**src/hdl/assert_macros.svh**
```systemverilog
// assertion macros shared by the sine/cosine series unit
`ifndef ASSERT_MACROS_SVH
`define ASSERT_MACROS_SVH

// same-cycle implication, disabled while in reset
`define ASSERT_IMP(label, clk, rst_n, ante, cons) \
  label: assert property (@(posedge clk) disable iff (!rst_n) (ante) |-> (cons)) \
    else $error("assertion failed");

// next-cycle implication, disabled while in reset
`define ASSERT_NXT(label, clk, rst_n, ante, cons) \
  label: assert property (@(posedge clk) disable iff (!rst_n) (ante) |=> (cons)) \
    else $error("assertion failed");

`endif

```
**src/hdl/scs_pkg.sv**
```systemverilog
// shared types, constants and microprogram of the sine/cosine series unit
package scs_pkg;

  localparam int ANGLE_W    = 36;
  localparam int ANGLE_FRAC = 27;
  localparam int OUT_W      = 32;
  localparam int OUT_FRAC   = 30;

  // pi with 60 fraction bits, truncated
  localparam logic [63:0] PI_Q60 = 64'h3243F6A8885A308D;

  typedef logic [2:0] step_t;

  localparam step_t ST_IDLE = 3'd0;
  localparam step_t ST_RED  = 3'd1;
  localparam step_t ST_ISQ  = 3'd2;
  localparam step_t ST_INIT = 3'd3;
  localparam step_t ST_MRCP = 3'd4;
  localparam step_t ST_ACC  = 3'd5;
  localparam step_t ST_OUT  = 3'd6;

  typedef enum logic [2:0] {
    OP_LOAD,
    OP_RED,
    OP_ISQ,
    OP_INIT,
    OP_MRCP,
    OP_ACC,
    OP_OUT
  } op_t;

  typedef enum logic [2:0] {
    JC_NEVER,
    JC_ALWAYS,
    JC_NSTART,
    JC_OUTRANGE,
    JC_MORE
  } cond_t;

  typedef struct packed {
    op_t   op;
    logic  wait_done;
    cond_t cond;
    step_t target;
  } ctrl_word_t;

  typedef struct packed {
    logic start;
    logic negate;
  } mul_req_t;

  typedef struct packed {
    logic out_range;
    logic more;
  } dp_stat_t;

  // control store: one word per step
  function automatic ctrl_word_t ucode(input step_t step);
    ctrl_word_t w;
    unique case (step)
      ST_IDLE: w = '{OP_LOAD, 1'b0, JC_NSTART,   ST_IDLE};
      ST_RED:  w = '{OP_RED,  1'b0, JC_OUTRANGE, ST_RED};
      ST_ISQ:  w = '{OP_ISQ,  1'b0, JC_NEVER,    ST_IDLE};
      ST_INIT: w = '{OP_INIT, 1'b1, JC_NEVER,    ST_IDLE};
      ST_MRCP: w = '{OP_MRCP, 1'b1, JC_NEVER,    ST_IDLE};
      ST_ACC:  w = '{OP_ACC,  1'b1, JC_MORE,     ST_MRCP};
      ST_OUT:  w = '{OP_OUT,  1'b0, JC_ALWAYS,   ST_IDLE};
      default: w = '{OP_LOAD, 1'b0, JC_ALWAYS,   ST_IDLE};
    endcase
    return w;
  endfunction

endpackage

```
**src/hdl/scs_mult.sv**
```systemverilog
// chunked sign-magnitude multiplier with floor rounding of the fraction bits
`include "assert_macros.svh"

module scs_mult
  import scs_pkg::*;
#(
  parameter int WORK_FRAC_BITS = 32
) (
  input  logic                            clk,
  input  logic                            rst_n,
  input  mul_req_t                        req,
  input  logic signed [WORK_FRAC_BITS+6:0] op_a,
  input  logic signed [WORK_FRAC_BITS+6:0] op_b,
  output logic                            done,
  output logic signed [WORK_FRAC_BITS+6:0] res
);

  localparam int WW   = WORK_FRAC_BITS + 7;
  localparam int MAGW = WW - 1;
  localparam int NCH  = (MAGW + 23) / 24;
  localparam int CW   = (MAGW + NCH - 1) / NCH;
  localparam int BW   = NCH * CW;
  localparam int KW   = $clog2(NCH);

  logic [MAGW-1:0]    ma_r;
  logic [BW-1:0]      mb_r;
  logic [MAGW-1:0]    acc_r;
  logic [BW-1:0]      lo_r;
  logic               pn_r;
  logic               sn_r;
  logic               run_r;
  logic               fin_r;
  logic               done_r;
  logic [KW-1:0]      k_r;
  logic signed [WW-1:0] res_r;

  logic [MAGW-1:0]    a_mag;
  logic [MAGW-1:0]    b_mag;
  logic [MAGW+CW-1:0] psum;
  logic [MAGW+BW-1:0] prod;
  logic [MAGW-1:0]    qf;
  logic               round_up;
  logic               cin;
  logic               last;

  assign a_mag = op_a[WW-1] ? MAGW'(-op_a) : MAGW'(op_a);
  assign b_mag = op_b[WW-1] ? MAGW'(-op_b) : MAGW'(op_b);
  assign last  = (k_r == KW'(NCH - 1));

  // one chunk of the multiplier operand per cycle, low chunk first
  assign psum = (MAGW+CW)'(acc_r) + (MAGW+CW)'(ma_r) * (MAGW+CW)'(mb_r[CW-1:0]);

  assign prod     = {acc_r, lo_r};
  assign qf       = prod[WORK_FRAC_BITS +: MAGW];
  assign round_up = pn_r & (|prod[WORK_FRAC_BITS-1:0]);
  // negative result: -(q + r) is ~q when r is set, else ~q + 1
  assign cin      = sn_r ? ~round_up : round_up;

  always_ff @(posedge clk) begin
    if (!rst_n) begin
      run_r  <= 1'b0;
      fin_r  <= 1'b0;
      done_r <= 1'b0;
      k_r    <= '0;
    end else begin
      done_r <= fin_r;
      fin_r  <= run_r & last;
      if (req.start) begin
        run_r <= 1'b1;
        k_r   <= '0;
      end else if (run_r) begin
        if (last) begin
          run_r <= 1'b0;
        end
        k_r <= k_r + KW'(1);
      end
    end
  end

  always_ff @(posedge clk) begin
    if (req.start) begin
      ma_r  <= a_mag;
      mb_r  <= BW'(b_mag);
      acc_r <= '0;
      pn_r  <= op_a[WW-1] ^ op_b[WW-1];
      sn_r  <= op_a[WW-1] ^ op_b[WW-1] ^ req.negate;
    end else if (run_r) begin
      acc_r <= psum[MAGW+CW-1:CW];
      lo_r  <= {psum[CW-1:0], lo_r[BW-1:CW]};
      mb_r  <= mb_r >> CW;
    end
    if (fin_r) begin
      res_r <= (sn_r ? ~{1'b0, qf} : {1'b0, qf}) + WW'(cin);
    end
  end

  assign done = done_r;
  assign res  = res_r;

  `ASSERT_NXT(a_done_follows_fin, clk, rst_n, fin_r, done_r && !fin_r)
  `ASSERT_IMP(a_no_start_while_running, clk, rst_n, run_r, !req.start)

endmodule

```
**src/hdl/scs_datapath.sv**
```systemverilog
// angle registers, reduction adder, series accumulator and output clamp
`include "assert_macros.svh"

module scs_datapath
  import scs_pkg::*;
#(
  parameter int SERIES_TERMS   = 10,
  parameter int WORK_FRAC_BITS = 32
) (
  input  logic                             clk,
  input  logic                             rst_n,
  input  ctrl_word_t                       cw,
  input  logic signed [ANGLE_W-1:0]        in_angle,
  input  logic                             in_mode,
  input  logic                             mdone,
  input  logic signed [WORK_FRAC_BITS+6:0] mres,
  output mul_req_t                         mreq,
  output logic signed [WORK_FRAC_BITS+6:0] mop_a,
  output logic signed [WORK_FRAC_BITS+6:0] mop_b,
  output dp_stat_t                         stat,
  output logic                             out_strobe,
  output logic signed [OUT_W-1:0]          out_value
);

  localparam int WW    = WORK_FRAC_BITS + 7;
  localparam int XW    = WORK_FRAC_BITS + 9;
  localparam int CNTW  = $clog2(SERIES_TERMS + 1);
  localparam int NRCP  = 2 * SERIES_TERMS;
  localparam int JW    = $clog2(NRCP);
  localparam int XSHL  = (WORK_FRAC_BITS >= ANGLE_FRAC) ? WORK_FRAC_BITS - ANGLE_FRAC : 0;
  localparam int XSHR  = (WORK_FRAC_BITS <  ANGLE_FRAC) ? ANGLE_FRAC - WORK_FRAC_BITS : 0;
  localparam int EXW   = ANGLE_W + XSHL;
  localparam int SHR   = (WORK_FRAC_BITS >= OUT_FRAC) ? WORK_FRAC_BITS - OUT_FRAC : 0;
  localparam int SHL   = (WORK_FRAC_BITS <  OUT_FRAC) ? OUT_FRAC - WORK_FRAC_BITS : 0;
  localparam int EW    = WW + SHL;

  localparam logic signed [XW-1:0] PI_X     = XW'(PI_Q60 >> (60 - WORK_FRAC_BITS));
  localparam logic signed [XW-1:0] NEG_PI_X = -PI_X;
  localparam logic signed [XW-1:0] TWO_PI_X = XW'(PI_Q60 >> (59 - WORK_FRAC_BITS));
  localparam logic signed [WW-1:0] ONE_W    = WW'(64'd1 << WORK_FRAC_BITS);
  localparam logic signed [EW-1:0] OUT_ONE  = EW'(64'd1 << OUT_FRAC);
  localparam logic signed [EW-1:0] OUT_MONE = -OUT_ONE;

  logic signed [XW-1:0]   x_r;
  logic                   mode_r;
  logic signed [WW-1:0]   x2_r;
  logic signed [WW-1:0]   sum_r;
  logic [JW-1:0]          j_r;
  logic [CNTW-1:0]        cnt_r;
  logic                   out_strobe_r;
  logic signed [OUT_W-1:0] out_value_r;

  logic signed [WW-1:0]   rcp_tab [NRCP];
  logic signed [XW-1:0]   x_conv;
  logic signed [WW-1:0]   x_w;
  logic                   gt_pi;
  logic                   lt_npi;
  logic                   more;
  logic signed [EW-1:0]   sum_ext;
  logic signed [EW-1:0]   sum_sh;
  logic signed [EW-1:0]   sum_cl;

  // reciprocals of j*(j+1) for the series factors
  for (genvar g = 0; g < NRCP; g++) begin : g_rcp
    localparam logic [63:0] RV =
      (64'd1 << WORK_FRAC_BITS) / 64'((g == 0) ? 1 : g * (g + 1));
    assign rcp_tab[g] = WW'(RV);
  end

  assign x_conv = XW'((EXW'(in_angle) <<< XSHL) >>> XSHR);
  assign x_w    = WW'(x_r);
  assign gt_pi  = (x_r > PI_X);
  assign lt_npi = (x_r < NEG_PI_X);
  assign more   = (cnt_r != CNTW'(1));

  assign stat.out_range = gt_pi | lt_npi;
  assign stat.more      = more;

  assign sum_ext = EW'(sum_r);
  assign sum_sh  = (sum_ext <<< SHL) >>> SHR;

  always_comb begin
    priority if (sum_sh > OUT_ONE) begin
      sum_cl = OUT_ONE;
    end else if (sum_sh < OUT_MONE) begin
      sum_cl = OUT_MONE;
    end else begin
      sum_cl = sum_sh;
    end
  end

  // multiplier requests; the previous product is forwarded as an operand
  always_comb begin
    mreq  = '0;
    mop_a = x_w;
    mop_b = x_w;
    unique case (cw.op)
      OP_ISQ: begin
        mreq.start = 1'b1;
      end
      OP_INIT: begin
        mreq.start = mdone;
        mop_a      = mode_r ? ONE_W : x_w;
        mop_b      = mres;
      end
      OP_MRCP: begin
        mreq.start  = mdone;
        mreq.negate = 1'b1;
        mop_a       = mres;
        mop_b       = rcp_tab[j_r];
      end
      OP_ACC: begin
        mreq.start = mdone & more;
        mop_a      = mres;
        mop_b      = x2_r;
      end
      default: begin
      end
    endcase
  end

  always_ff @(posedge clk) begin
    if (!rst_n) begin
      out_strobe_r <= 1'b0;
    end else begin
      out_strobe_r <= (cw.op == OP_OUT);
    end
  end

  always_ff @(posedge clk) begin
    unique case (cw.op)
      OP_LOAD: begin
        x_r    <= x_conv;
        mode_r <= in_mode;
      end
      OP_RED: begin
        if (gt_pi) begin
          x_r <= x_r - TWO_PI_X;
        end else if (lt_npi) begin
          x_r <= x_r + TWO_PI_X;
        end
      end
      OP_INIT: begin
        if (mdone) begin
          x2_r  <= mres;
          sum_r <= mode_r ? ONE_W : x_w;
          j_r   <= mode_r ? JW'(1) : JW'(2);
          cnt_r <= mode_r ? CNTW'(SERIES_TERMS) : CNTW'(SERIES_TERMS - 1);
        end
      end
      OP_ACC: begin
        if (mdone) begin
          sum_r <= sum_r + mres;
          j_r   <= j_r + JW'(2);
          cnt_r <= cnt_r - CNTW'(1);
        end
      end
      OP_OUT: begin
        out_value_r <= OUT_W'(sum_cl);
      end
      default: begin
      end
    endcase
  end

  assign out_strobe = out_strobe_r;
  assign out_value  = out_value_r;

  `ASSERT_IMP(a_reduced_before_square, clk, rst_n, cw.op == OP_ISQ, !stat.out_range)
  `ASSERT_NXT(a_strobe_one_cycle, clk, rst_n, out_strobe_r, !out_strobe_r)

endmodule

```
**src/hdl/scs_sequencer.sv**
```systemverilog
// step counter over the control store, with wait-for-product and jumps
`include "assert_macros.svh"

module scs_sequencer
  import scs_pkg::*;
(
  input  logic       clk,
  input  logic       rst_n,
  input  logic       start,
  input  logic       mdone,
  input  dp_stat_t   stat,
  output ctrl_word_t cw,
  output logic       busy
);

  step_t step_r;
  step_t step_nxt;
  logic  take;

  assign cw   = ucode(step_r);
  assign busy = (step_r != ST_IDLE);

  always_comb begin
    unique case (cw.cond)
      JC_NEVER:    take = 1'b0;
      JC_ALWAYS:   take = 1'b1;
      JC_NSTART:   take = ~start;
      JC_OUTRANGE: take = stat.out_range;
      JC_MORE:     take = stat.more;
      default:     take = 1'b0;
    endcase
  end

  always_comb begin
    priority if (cw.wait_done && !mdone) begin
      step_nxt = step_r;
    end else if (take) begin
      step_nxt = cw.target;
    end else begin
      step_nxt = step_r + 3'd1;
    end
  end

  always_ff @(posedge clk) begin
    if (!rst_n) begin
      step_r <= ST_IDLE;
    end else begin
      step_r <= step_nxt;
    end
  end

  `ASSERT_NXT(a_accept_makes_busy, clk, rst_n, start && !busy, step_r == ST_RED)

endmodule

```
**src/hdl/sine_cosine_series_unit.sv**
```systemverilog
// top level of the fixed-point sine/cosine series unit
//
// Command interface: an angle (radians, 27 fraction bits) and a mode bit
// (0 sine, 1 cosine) transfer at a rising edge where start is high and busy
// is low. One result per item: out_value (30 fraction bits, clamped to
// plus or minus one) is valid for exactly one cycle while out_strobe is
// high; the receiver cannot hold it off, so it must take it then.
// A small control store steps a shared datapath: the angle is reduced into
// [-pi, pi] one 2*pi step per cycle, up to 41 steps for the full angle
// range; then each series term takes two products from one chunked
// multiplier of C = ceil((WORK_FRAC_BITS+6)/24) partial-product chunks.
// The series adds SERIES_TERMS terms to one for cosine and SERIES_TERMS-1
// terms to the angle for sine.
// busy drops in the cycle the strobe is shown, so a new item can transfer
// then: one item in flight.
// Reset (synchronous, active low) returns the sequencer to idle and drops
// any item in flight without a result.
module sine_cosine_series_unit
  import scs_pkg::*;
#(
  parameter int SERIES_TERMS   = 10,
  parameter int WORK_FRAC_BITS = 32
) (
  input  logic                      clk,
  input  logic                      rst_n,
  input  logic                      start,
  output logic                      busy,
  input  logic signed [ANGLE_W-1:0] in_angle,
  input  logic                      in_mode,
  output logic                      out_strobe,
  output logic signed [OUT_W-1:0]   out_value
);

  localparam int WW = WORK_FRAC_BITS + 7;

  ctrl_word_t           cw;
  dp_stat_t             stat;
  mul_req_t             mreq;
  logic signed [WW-1:0] mop_a;
  logic signed [WW-1:0] mop_b;
  logic signed [WW-1:0] mres;
  logic                 mdone;

  scs_sequencer u_seq (
    .clk   (clk),
    .rst_n (rst_n),
    .start (start),
    .mdone (mdone),
    .stat  (stat),
    .cw    (cw),
    .busy  (busy)
  );

  scs_datapath #(
    .SERIES_TERMS   (SERIES_TERMS),
    .WORK_FRAC_BITS (WORK_FRAC_BITS)
  ) u_dp (
    .clk        (clk),
    .rst_n      (rst_n),
    .cw         (cw),
    .in_angle   (in_angle),
    .in_mode    (in_mode),
    .mdone      (mdone),
    .mres       (mres),
    .mreq       (mreq),
    .mop_a      (mop_a),
    .mop_b      (mop_b),
    .stat       (stat),
    .out_strobe (out_strobe),
    .out_value  (out_value)
  );

  scs_mult #(
    .WORK_FRAC_BITS (WORK_FRAC_BITS)
  ) u_mult (
    .clk   (clk),
    .rst_n (rst_n),
    .req   (mreq),
    .op_a  (mop_a),
    .op_b  (mop_b),
    .done  (mdone),
    .res   (mres)
  );

endmodule
```
**config.mk**
```make
export PLATFORM = sky130hd
export DESIGN_NAME = sine_cosine_series_unit
export DESIGN_NICKNAME = d
export VERILOG_FILES = /design/src/hdl/scs_pkg.sv /design/src/hdl/scs_mult.sv /design/src/hdl/scs_datapath.sv /design/src/hdl/scs_sequencer.sv /design/src/hdl/sine_cosine_series_unit.sv
export VERILOG_INCLUDE_DIRS = /design/src /design/src/hdl
export SDC_FILE = /design/constraint.sdc
export NUM_CORES = 2
export LEC_CHECK = 0
export ABC_AREA = 1
export ABC_CLOCK_PERIOD_IN_PS = 6500
export BUFFER_PORTS_ARGS = -buffer_cell sky130_fd_sc_hd__buf_2
export CAP_MARGIN = 0
export CORE_MARGIN = 1.5
export CORE_UTILIZATION = 25
export DETAILED_ROUTE_END_ITERATION = 7
export HOLD_SLACK_MARGIN = 0.03
export PLACE_DENSITY_LB_ADDON = 0.05
export REMOVE_ABC_BUFFERS = 1
export SLEW_MARGIN = 40
export SYNTH_ARGS = -nofsm -noshare
export SYNTH_HDL_FRONTEND = slang
export SYNTH_SLANG_ARGS = --single-unit
```
**constraint.sdc**
```tcl
create_clock -name clk -period 6.5 [get_ports clk]
set_input_delay 1.3 -clock clk [delete_from_list [all_inputs] [get_ports clk]]
set_output_delay 1.3 -clock clk [all_outputs]
set_load 0.005 [all_outputs]
```
==> reports/qor.yml <==
outcome: "finished with violations"
violations: "setup timing"
post-place-ws_ns: -0.6540
grt_remaining_overflow: 0
start_kind: "flop"
fillers: 20960
layout_commonest_cell: "nand2_1"
clk_pin_slew_ns: 0.06
cts_hold_buffers: 0
r2r_start: "u_mult.mb_r[7]"
dieArea_sq_um: 195700
async_flop_share_pct: 0
globalplace.congestion: 0.9041
synth_top_area_cell: "fa_1"
clk_latency_ns: 0.64
tritoncts: "yes"
finalHoldViolCount: 0
hold_path_startpoint: "u_mult.lo_r[25]"
io_pins: 74
chipHeight_microns: 442.4
grt_pass1_wl_microns: 290700
place_area_sq_um: 55420
grt_setup_unrepaired: "true"
ys_top_cells_by_area: "fa_1 27%, edfxtp_1 20%, nand2_1 12%, inv_1 11%, ha_1 6.8%"
cap_violations: 0
crit_type: "flop to flop"
hp-class: "flop to flop"
setup_slack_ns: -0.2528
max_stage_delay_ns: 0.53
holdWs_ns: 0.4572
r2r_cells: 31
mostFrequentLayoutCells: "1,504 x nand2_1, 1,347 x inv_1, 629 x fa_1, 455 x buf_4, 344 x nor2_1"
worst-path-max-fanout: 5
drt-total-wl_microns: 195200
routedWlPerCell_microns: 21.34
synth_top_area_share_pct: 26.83
clockBufferDepth: 3
worst_slew_pin_slew_ns: 0.8941
synthCells: 6130
hpwlAfterDp_microns: 159200
drt-pass1-iter-count: 5
antenna_found_initial: 7
area_growth_pct: 22.61
yosysSeqAreaShare_pct: 21.57
hold_path_depth: 0
grtUsageTotal_pct: 20.00
ff2ff_setup_slack_ns: -0.25
core_area_sq_um: 192200
ys.warnings.count: 0
crit_path_top_delay_cell: "fa_1"
netlist_area_sq_um: 48270
start_util_pct: 25.12
synth_cell_types: 70
cts_num_sinks: 362
synth_edf_count: 316
final_nets: 7533
die_x_microns: 442.4
final_area_sq_um: 59180
worstReg2RegEnd: "u_mult.acc_r[30]"
post-route-min-period_ns: 6.753
regArea_sq_um: 10410
worst_ep_required_time_ns: 7.00
via_per_inst: 4.478
root_buffer: "clkbuf_16"
fin_crit_sh_pct: 103.9
setup_viol: 29
numPortBuffers: 73
hold_path_end: "u_mult.lo_r[6]"
multiInputGateArea_sq_um: 33100
first_iter_violations: 2428
cts_made_buffers: 49
slew_headroom_pct: 40.27
fp-row-count: 161
slew_violations: 0
finClkSkew_ns: 0.02714
synth-main-ff-cell: "edfxtp_1"
ant_nets: 0
grt_pass1_vias: 43490
fmax_ghz: 0.1481
ys_seq_elements: 362
end_kind: "flop"
grt_max_degree: 57
drc: 0
drive_gt1_share_pct: 16.07
synth_area_per_cell_sq_um: 7.874
worstPathArrival_ns: 7.25
htreeDepth: 2
vias: 40970
## metrics by stage
step / std cells / TNS (ns) / util [%]
2_1_floorplan: 5900 / -0.5399 / -
3_3_place_gp: 8997 / -15.95 / 28.83
3_5_place_dp: 8997 / -14.72 / 28.84
4_1_cts: 9130 / -5.950 / 30.45
5_1_grt: 9149 / -13.32 / 30.79
6_report: 9150 / -4.103 / 30.80
## cells in the mapped netlist, types with 13 or more instances
library cell	instances
o211ai_1	20
nand2_1	1541
or2_2	20
buf_1	47
nor3_1	47
nand3b_1	16
a31oi_1	46
edfxtp_1	316
a21oi_1	254
fa_1	647
o21a_1	16
xnor2_1	90
nor2_4	13
nor4_1	36
nand3_1	159
clkbuf_1	156
xor2_1	92
nor2_1	371
o21ai_0	232
o22ai_1	32
inv_1	1376
inv_2	21
dfxtp_1	46
nand4_1	57
ha_1	264
o21ai_1	46
## worst max path at each step
stage,endpoint,start
after detailed placement,u_mult.acc_r[27],u_mult.mb_r[4]
after floorplan,u_mult.acc_r[32],u_mult.mb_r[4]
after CTS,u_mult.acc_r[30],u_mult.mb_r[7]
after global routing,u_mult.acc_r[30],u_mult.mb_r[7]
final,u_mult.acc_r[30],u_mult.mb_r[7]
after global placement,u_mult.acc_r[27],u_mult.ma_r[18]
## logic make-up (layout without fill, tap and decap cells)
group                      after synthesis  after routing  synth area share (%)
AOI/OAI and AO/OA                      740            740                 8.829
and+or+nand+nor                       2300           2300                 19.62
DFF                                    362            362                 21.57
buffers and inverters                 1633           2125                 12.91
xor gates and xnor gates               184            184                 3.393
adders and majority gates              911            911                 33.68
other                                    0              2                     0
## flip-flops by register name, summed over array words and instances, names as in the netlist
signal and cells:
u_mult.sn_r 1, u_dp.x_r 41, u_dp.cnt_r 4, u_seq.step_r 3, u_dp.out_strobe 1, u_mult.run_r 1
u_dp.x2_r 39, u_mult.mb_r 38, u_mult.acc_r 38, u_dp.out_value 32, u_dp.mode_r 1, u_mult.lo_r 38
u_mult.ma_r 38, u_mult.k_r 1, u_mult.fin_r 1, u_mult.pn_r 1, u_mult.done 1, u_dp.sum_ext 39
u_dp.j_r 5, u_mult.res 39
## layer usage
layer  GRT usage, %  vias up  wire length, microns
met1          27.45    20340                 90660
li1               -    19750                     -
met2          33.70      702                 92780
met3          2.119      175                  6934
met5              0        -                    10
met4          4.516        2                  4826
## worst max-delay path: cells and delay by family, from the launching register on
family | cells | cell delay [ns]
compound gates | 6 | 0.70
fa+ha+maj | 8 | 3.67
buf+inv | 11 | 1.18
flops | 1 | 0.40
simple gates | 6 | 0.65
## cell type report
| type | count | area share, % |
|---|---|---|
| Inverter | 1403 | 8.911 |
| Multi-Input combinational cell | 4135 | 55.94 |
| Sequential cell | 362 | 17.59 |
| Tap cell | 2526 | 5.340 |
| Clock inverter | 37 | 0.5116 |
| Timing Repair Buffer | 631 | 9.596 |
| Antenna cell | 2 | 0.008457 |
| Clock buffer | 54 | 2.104 |
## repair_timing
item	4_1_cts	5_1_grt
pin swaps	94	71
cloned	6	1
resized for setup	245	125
setup endpoints to repair	39	41
buffers inserted	39	18
Power is left out: the tool's default activity adds up to more than one toggle a clock period on the data nets, which glitch-free logic cannot reach.
